## src/tpa_pkg.sv

```systemverilog
// Package for the tensor permute address generator: axis order, reset sizes,
// pipeline depths and the control struct. No dependencies.
`timescale 1ns / 1ps
package tpa_pkg;
   localparam int NDIM          = 8;
   localparam int DIM_IDX_BITS  = 3;
   localparam int CSR_IDX_BITS  = 4;
   localparam int PERM [NDIM]       = '{2, 5, 3, 6, 1, 0, 4, 7};
   localparam int SIZE_RESET [NDIM] = '{2, 3, 1, 2, 16, 1, 2, 16};
   // Stages an item waits at the front while the stride chain settles.
   localparam int FRONT_STAGES  = 9;
   localparam int MAC_STAGES    = 4;

   typedef struct packed {
      logic valid;
      logic oor;
   } ctl_type;
endpackage

```

## src/tpa_level.sv

```systemverilog
// One coordinate level: a restoring divider with one quotient bit per stage
// that peels one coordinate off the remaining index. Uses tpa_pkg.
`timescale 1ns / 1ps
module tpa_level #(
   parameter int INDEX_BITS = 31,
   parameter int DIM_BITS   = 12,
   parameter int LEVEL      = 0
) (
   input  logic                                     clock,
   input  logic                                     reset,
   input  logic [INDEX_BITS:0]                      divisor,
   input  tpa_pkg::ctl_type                         in_ctl,
   input  logic [INDEX_BITS-1:0]                    in_rest,
   input  logic [tpa_pkg::NDIM*(DIM_BITS+1)-1:0]    in_coords,
   output tpa_pkg::ctl_type                         out_ctl,
   output logic [INDEX_BITS-1:0]                    out_rest,
   output logic [tpa_pkg::NDIM*(DIM_BITS+1)-1:0]    out_coords
);
   import tpa_pkg::*;

   localparam int CW = DIM_BITS + 1;
   localparam int RW = INDEX_BITS + 1 + CW;
   localparam int NW = NDIM * CW;

   ctl_type               ctl_ff  [CW];
   logic [INDEX_BITS-1:0] rest_ff [CW];
   logic [NW-1:0]         crd_ff  [CW];

   ctl_type               src_ctl  [CW];
   logic [INDEX_BITS-1:0] src_rest [CW];
   logic [NW-1:0]         src_crd  [CW];
   logic [RW-1:0]         trial    [CW];
   logic                  ge       [CW];
   logic [RW-1:0]         diff     [CW];
   logic [INDEX_BITS-1:0] rest_in  [CW];
   logic [NW-1:0]         crd_in   [CW];

   // Stage k decides quotient bit CW-1-k by a trial subtract of the shifted divisor.
   always_comb begin
      for (int k = 0; k < CW; k++) begin
         if (k == 0) begin
            src_ctl[k]  = in_ctl;
            src_rest[k] = in_rest;
            src_crd[k]  = in_coords;
         end else begin
            src_ctl[k]  = ctl_ff[k-1];
            src_rest[k] = rest_ff[k-1];
            src_crd[k]  = crd_ff[k-1];
         end
         trial[k]   = RW'(divisor) << (CW - 1 - k);
         ge[k]      = RW'(src_rest[k]) >= trial[k];
         diff[k]    = RW'(src_rest[k]) - trial[k];
         rest_in[k] = ge[k] ? diff[k][INDEX_BITS-1:0] : src_rest[k];
         crd_in[k]  = src_crd[k] | (ge[k] ? (NW'(1) << (LEVEL * CW + CW - 1 - k)) : '0);
      end
   end

   always_ff @(posedge clock) begin
      for (int k = 0; k < CW; k++) begin
         rest_ff[k] <= rest_in[k];
         crd_ff[k]  <= crd_in[k];
      end
      if (reset) begin
         for (int k = 0; k < CW; k++) ctl_ff[k] <= '0;
      end else begin
         for (int k = 0; k < CW; k++) ctl_ff[k] <= src_ctl[k];
      end
   end

   assign out_ctl    = ctl_ff[CW-1];
   assign out_rest   = rest_ff[CW-1];
   assign out_coords = crd_ff[CW-1];
endmodule

```

## config.mk

```make
export PLATFORM = sky130hd
export DESIGN_NAME = tpa_level
export DESIGN_NICKNAME = d
export VERILOG_FILES = /design/src/tpa_pkg.sv /design/src/tpa_level.sv
export SDC_FILE = /design/constraint.sdc
export NUM_CORES = 2
export LEC_CHECK = 0
export ABC_AREA = 0
export BUFFER_PORTS_ARGS = -buffer_cell sky130_fd_sc_hd__buf_2
export CAP_MARGIN = 20
export CORE_MARGIN = 5
export CORE_UTILIZATION = 45
export DETAILED_ROUTE_END_ITERATION = 12
export GPL_TIMING_DRIVEN = 0
export PLACE_DENSITY = 0.68
export RECOVER_POWER = 50
export SLEW_MARGIN = 10
export SYNTH_ARGS = -nofsm -noshare
export SYNTH_HDL_FRONTEND = slang
export SYNTH_SLANG_ARGS = --single-unit
```

## constraint.sdc

```tcl
create_clock -name clock -period 3.7 [get_ports clock]
set_input_delay 0.37 -clock clock [delete_from_list [all_inputs] [get_ports clock]]
set_output_delay 0.37 -clock clock [all_outputs]
set_load 0.01 [all_outputs]
```

======== Word level (Yosys, flattened, before mapping) ========
Memory sizes are Yosys's and may differ from the RTL's.
Cells that the tools add are included.
operators by class
  add/sub/neg operators ................... 13
  multipliers ............................. 0
  div/mod/pow operators ................... 0
  $lt $le $gt $ge ......................... 13
  equal/unequal tests ..................... 0
  shift operators ......................... 0
  mux-type cells .......................... 42
  bitwise gates (word level) .............. 26
  reduce and logical (&&, ||, !) cells .... 0
operators by type and width
  kind                                                            number
  31-bit 2-to-1 mux                                               13
  31-bit subtractor                                               13
  104-bit by 1-bit bitwise OR with 104-bit output                 1
  104-bit by 10-bit bitwise OR with 104-bit output                1
  104-bit by 11-bit bitwise OR with 104-bit output                1
  104-bit by 12-bit bitwise OR with 104-bit output                1
  104-bit by 13-bit bitwise OR with 104-bit output                1
  104-bit by 2-bit bitwise OR with 104-bit output                 1
  104-bit by 3-bit bitwise OR with 104-bit output                 1
  104-bit by 4-bit bitwise OR with 104-bit output                 1
  104-bit by 5-bit bitwise OR with 104-bit output                 1
  104-bit by 6-bit bitwise OR with 104-bit output                 1
  104-bit by 7-bit bitwise OR with 104-bit output                 1
  104-bit by 8-bit bitwise OR with 104-bit output                 1
  104-bit by 9-bit bitwise OR with 104-bit output                 1
  31-bit by 44-bit greater-or-equal comparator with 1-bit output  1
  31-bit by 43-bit greater-or-equal comparator with 1-bit output  1
  31-bit by 42-bit greater-or-equal comparator with 1-bit output  1
  31-bit by 41-bit greater-or-equal comparator with 1-bit output  1
  31-bit by 40-bit greater-or-equal comparator with 1-bit output  1
  31-bit by 39-bit greater-or-equal comparator with 1-bit output  1
  31-bit by 38-bit greater-or-equal comparator with 1-bit output  1
  31-bit by 37-bit greater-or-equal comparator with 1-bit output  1
  31-bit by 36-bit greater-or-equal comparator with 1-bit output  1
  18 further kinds                                                46
storage, ports and cells
  bits in registers ....................... 0
  bits in latches ......................... 0
  memory bits (writable) .................. 1781
  ROM bits ................................ 0
  output and inout bits ................... 137
  logic and storage cells ................. 97
  memories kept ........................... 3
memories
  name     words  width  read ports  clocked after Yosys merged registers in  wr ports  RTL line         text
  crd_ff   13     104    13          0                                        13        tpa_level.sv:27  logic [NW-1:0] crd_ff [CW];
  rest_ff  13     31     13          0                                        13        tpa_level.sv:26  logic [INDEX_BITS-1:0] rest_ff [CW];
  ctl_ff   13     2      13          0                                        13        tpa_level.sv:25  ctl_type ctl_ff [CW];

======== Logic depth before layout (Yosys ltp) ========
An unclocked memory read counts as a cell.
  depth in word-level cells ............... 4
  depth in mapped cells ................... 15
  gate-level depth less buffers ........... 13

======== Worst setup path before layout ========
Ideal clock, no wire load.
  path type ............................... input to register
  from .................................... in divisor[1]
  to ...................................... mem rest_ff[9][30] (netlist: rest_ff[1][61])
  setup time .............................. 0.121 ns
  arrival time ............................ 3.419 ns
  setup slack ............................. 0.160 ns
  stages on the path ...................... 11
  buffers on the path ..................... 0
  path through ............................ inv_1 -> ha_1 -> nor2b_1 -> o31ai_1 -> a211oi_1 -> o311ai_1 -> a21boi_1 -> or4b_1 -> a2111oi_0 -> nor3_1 -> mux2_2
RTL lines
  what                RTL line         text
  start: declaration  tpa_level.sv:11  input logic [INDEX_BITS:0] divisor,
  end: declaration    tpa_level.sv:26

==> tab_implementation.tex <==
\begin{tabular}{lr}
\hline
Metric & Value \\
\hline
\multicolumn{2}{l}{\textbf{Synthesis}} \\
Number of flip-flops and latches in the synthesized netlist & $\sim$1800 \\
Cells after synthesis & 4825 \\
Main area contributors after synthesis & sky130\_fd\_sc\_hd\_\_dfxtp\_1, sky130\_fd\_sc\_hd\_\_ha\_1, sky130\_fd\_sc\_hd\_\_a21oi\_1 \\
Warnings from Yosys & 0 \\
Portion of synthesized cell area occupied by the leading cell type & 62.9\% \\
Syn nets & 5334 \\
Avg Synthesized Cell Area & 11.8 um2 \\
Post-synthesis sequential area ratio & 62.9\% \\
Distinct cells, synth & 87 \\
Number of enable-type register cells in the synthesized netlist & 0 \\
Cell taking the most area after synthesis & sky130\_fd\_sc\_hd\_\_dfxtp\_1 \\
Primary flip-flop cell chosen by synthesis mapping & sky130\_fd\_sc\_hd\_\_dfxtp\_1 \\
Most common cell in the synthesized netlist & sky130\_fd\_sc\_hd\_\_dfxtp\_1 \\
Ys async rst share & 0\% \\
Post-synthesis instance area & 56700 um2 \\
Top post-synthesis cells by count & sky130\_fd\_sc\_hd\_\_dfxtp\_1, sky130\_fd\_sc\_hd\_\_ha\_1, sky130\_fd\_sc\_hd\_\_nand2\_1 \\
\multicolumn{2}{l}{\textbf{Detailed routing}} \\
Total number of vias & 36300 \\
Pre-Repair DR Iteration Count & 6 \\
Via density & 4.99 \\
Routed len/inst & roughly 17 um \\
Final WL & 122000 um \\
DRT iter0 DRCs & 2036 \\
Antenna violation net count after detailed routing & 0 \\
Residual DRC count & 0 \\
\multicolumn{2}{l}{\textbf{Die}} \\
Die Span X & approximately 370 um \\
I/O pins & 308 \\
Vertical die dimension & $\sim$370 um \\
Area of the die & 133000 um2 \\
Number of placement rows & 130 \\
CORE AREA & 125000 um2 \\
Initial core utilization & 45.2\% \\
\multicolumn{2}{l}{\textbf{Clocking}} \\
Maximum number of buffers from clock root to sink & 3 \\
Num Clock Sinks & roughly 1800 \\
CTS H-tree lvls & 4 \\
CTS tree & built \\
CTS clk-pin slew, worst paths & approximately 0.06 ns \\
Clock root buffer & sky130\_fd\_sc\_hd\_\_clkbuf\_16 \\
Num CTS Buffers & roughly 170 \\
Clock Latency Late Sink & around 0.79 ns \\
\multicolumn{2}{l}{\textbf{Pwr}} \\
Power spent charging and discharging nets & 10400 uW \\
Power share of the clock group & 41.7\% \\
Power density over cell area & 642 nW/um2 \\
Portion of total power attributed to sequential cells & 47.3\% \\
Switching fraction of total power & 23.7\% \\
Total power & 43900 uW \\
Cell Int Power & 33500 uW \\
LEAKAGE & 0.0302 uW \\
Share of total power in combinational logic & 11.0\% \\
Maximum vdd drop & 0.457 mV \\
\multicolumn{2}{l}{\textbf{Timing}} \\
Min Hold Slack & 0.0853 ns \\
Final Critical Period & approximately 3.6 ns \\
Final number of max-transition violations & 0 \\
Final Hold Fails & 0 \\
Endpoints failing setup & 0 \\
Measured slew at the worst slew-check pin & 1.11 ns \\
Highest attainable clock frequency & 280 MHz \\
Part of the cycle the worst path needs & slightly below 100\% \\
Worst Clk Skew & 0.0362 ns \\
Worst slew margin relative to its limit & 26.2\% \\
\multicolumn{2}{l}{\textbf{Global route}} \\
Pin count of the biggest net entering global routing & 17 \\
Number of global-route vias before repair & between 30000 and 40000 \\
Overall Global Routing Usage & 18.1\% \\
Number of antenna violations at the first check in global routing & 0 \\
Global-route wire length before repair & 190000 um \\
Residual overflow from global routing & 0 \\
\multicolumn{2}{l}{\textbf{Worst setup path}} \\
Critical path endpoint category & flip-flop \\
Worst endpoint required time & 4.38 ns \\
Critical Path Max Stage Delay & between 0.3 and 0.4 ns \\
Cells along the critical path & inv\_1, ha\_1, fa\_1, nor2b\_1, o31a\_1, o31a\_1, o311a\_1, o21a\_1, o211ai\_1, nand2\_1, clkbuf\_1, a21oi\_2 \\
Worst Path Buf+Inv & 2 \\
Max FO, Critical Path & 10 \\
Kind of launch point of the worst setup path & flip-flop \\
Arrival time worst endpoint & roughly 4.3 ns \\
Most Frequent Cell on Critical Path & sky130\_fd\_sc\_hd\_\_o31a\_1 \\
Category of cells accounting for the largest share of critical-path delay & compound AO/OA/AOI/OAI gates \\
Setup CP Type & reg -> reg \\
Library cell contributing the largest single delay on the critical path & sky130\_fd\_sc\_hd\_\_o311a\_1 \\
\multicolumn{2}{l}{\textbf{Min path}} \\
Type of the most critical hold path & in -> reg \\
\multicolumn{2}{l}{\textbf{Place}} \\
Port bufs & 307 \\
RD Place Congestion & 0.939 \\
Number of placed instances, taps included & 6795 \\
Half-perimeter wire length after detailed placement & 87200 um \\
\multicolumn{2}{l}{\textbf{Cells and area}} \\
Total number of nets in the final design & approximately 6000 \\
Synthesis-to-layout area growth & 20.6\% \\
Area of all sequential standard cells & 35700 um2 \\
Fraction of the core area covered by cells at the end of the flow & 54.5\% \\
Fill count & 10500 \\
Multi-input combinational cell area & between 15000 and 20000 um2 \\
Fraction of layout cells with a size suffix above 1 & roughly 17\% \\
Final Non-Filler Cells & 7260 \\
\multicolumn{2}{l}{\textbf{Flow run}} \\
Max-capacitance violation count & 0 \\
\multicolumn{2}{l}{\textbf{Outcome}} \\
Result of the run & finished, final reports clean \\
\hline
\end{tabular}
## final timing paths
path	startpoint	to	slack [ns]	cells past startpoint
hold / removal	divisor[23]	rest_ff[0][145]	0.09	4
hold reg to reg	crd_ff[1][159]	crd_ff[1][263]	0.31	0
setup reg to reg	rest_ff[1][93]	rest_ff[1][126]	0.13	12
setup / recovery	rest_ff[1][93]	rest_ff[1][126]	0.13	12
## power groups by stage
stage / registers [uW] / clock network, uW / logic, uW
floorplan: 21000 / 0 / 3450
global placement: 21200 / 0 / 4520
detailed placement: 21200 / 0 / 4630
CTS: 20800 / 18900 / 4790
global route: 20900 / 19700 / 5330
finish: 20800 / 18300 / 4840
## metrics by stage
stage | setup WS [ns] | TNS, ns | cell area (um2)
after floorplan | 0.160 | 0 | 56700
after global placement | -1.69 | -333.51 | 60300
after detailed placement | -1.33 | -245.03 | 60700
after CTS | 0.000991 | 0 | 68300
after global routing | -0.000853 | -0.000853 | 68400
final | 0.130 | 0 | 68400
## placed cells by master (no fill, tap or decap), types with 15 or more instances in the layout
cell,instances
sky130_fd_sc_hd__o21a_1,47
sky130_fd_sc_hd__a31oi_1,47
sky130_fd_sc_hd__o211ai_1,17
sky130_fd_sc_hd__and3_1,22
sky130_fd_sc_hd__dfxtp_1,1781
sky130_fd_sc_hd__clkbuf_8,27
sky130_fd_sc_hd__clkinvlp_4,19
sky130_fd_sc_hd__o21ai_0,255
sky130_fd_sc_hd__buf_2,293
sky130_fd_sc_hd__or3_1,18
sky130_fd_sc_hd__o21bai_1,36
sky130_fd_sc_hd__clkbuf_16,170
sky130_fd_sc_hd__nor4_1,22
sky130_fd_sc_hd__buf_4,148
sky130_fd_sc_hd__xnor2_1,144
sky130_fd_sc_hd__ha_1,325
sky130_fd_sc_hd__a21o_1,153
sky130_fd_sc_hd__clkinv_2,25
sky130_fd_sc_hd__nor3_1,59
sky130_fd_sc_hd__bufinv_16,26
sky130_fd_sc_hd__a21oi_1,285
sky130_fd_sc_hd__nor2b_1,63
sky130_fd_sc_hd__or2_2,21
sky130_fd_sc_hd__nand3_1,55
sky130_fd_sc_hd__a21boi_0,15
sky130_fd_sc_hd__nand4_1,48
sky130_fd_sc_hd__o31ai_1,33
sky130_fd_sc_hd__inv_1,128
sky130_fd_sc_hd__mux2_2,91
sky130_fd_sc_hd__xor2_1,101
sky130_fd_sc_hd__clkbuf_1,88
sky130_fd_sc_hd__clkbuf_2,19
sky130_fd_sc_hd__mux2_4,23
sky130_fd_sc_hd__dlygate4sd3_1,141
sky130_fd_sc_hd__a211oi_1,29
sky130_fd_sc_hd__nand2b_1,47
sky130_fd_sc_hd__nor2_1,214
sky130_fd_sc_hd__nand2_1,293
## sequential cells by signal (all words and copies together) (netlist names)
signal / count
ctl_ff: 26
rest_ff: 403
crd_ff: 1352
## kinds of logic after synthesis
kind of cell | Yosys count | synth area share [%]
AO/OA/AOI/OAI | 1057 | 11.8
multiplexers | 122 | 2.56
flip-flops | 1781 | 62.9
AND/OR/NAND/NOR | 930 | 8.00
buffers and inverters | 352 | 3.35
adder cells (fa/ha/maj) | 338 | 7.63
XOR/XNOR | 245 | 3.78
## worst reg2reg max path, delay by kind of cell, from the launching register on
| family | cells | cell delay (ns) |
|---|---|---|
| compound gates | 6 | 1.95 |
| simple gates | 2 | 0.39 |
| fa+ha+maj | 2 | 0.41 |
| flops | 1 | 0.32 |
| buf+inv | 2 | 0.43 |
## metal layers
layer  GRT usage [%]  part of all wire, %
met1            22.8                   43
met2            29.9                   47
met3            3.60                  5.6
met4            8.75                  4.7
met5               0                    0
## repair_timing
item,4_1_cts,5_1_grt
hold buffers,141,0
gates resized for setup,17,43
setup endpoints to repair,84,199
hold endpoints to repair,145,0
pin swaps,0,1
buffers inserted,3,5
## cell type report
| cell class | instances | area share, % |
|---|---|---|
| Sequential cell | 1781 | 52.1 |
| Multi-Input combinational cell | 2692 | 28.2 |
| Clock buffer | 224 | 6.91 |
| Timing Repair Buffer | 469 | 4.84 |
| Tap cell | 1650 | 3.02 |
| Buffer | 216 | 2.10 |
| Clock inverter | 91 | 2.07 |
| Inverter | 135 | 0.763 |
| Antenna cell | 2 | 0.00732 |
Power figures use the tool's default switching activity.
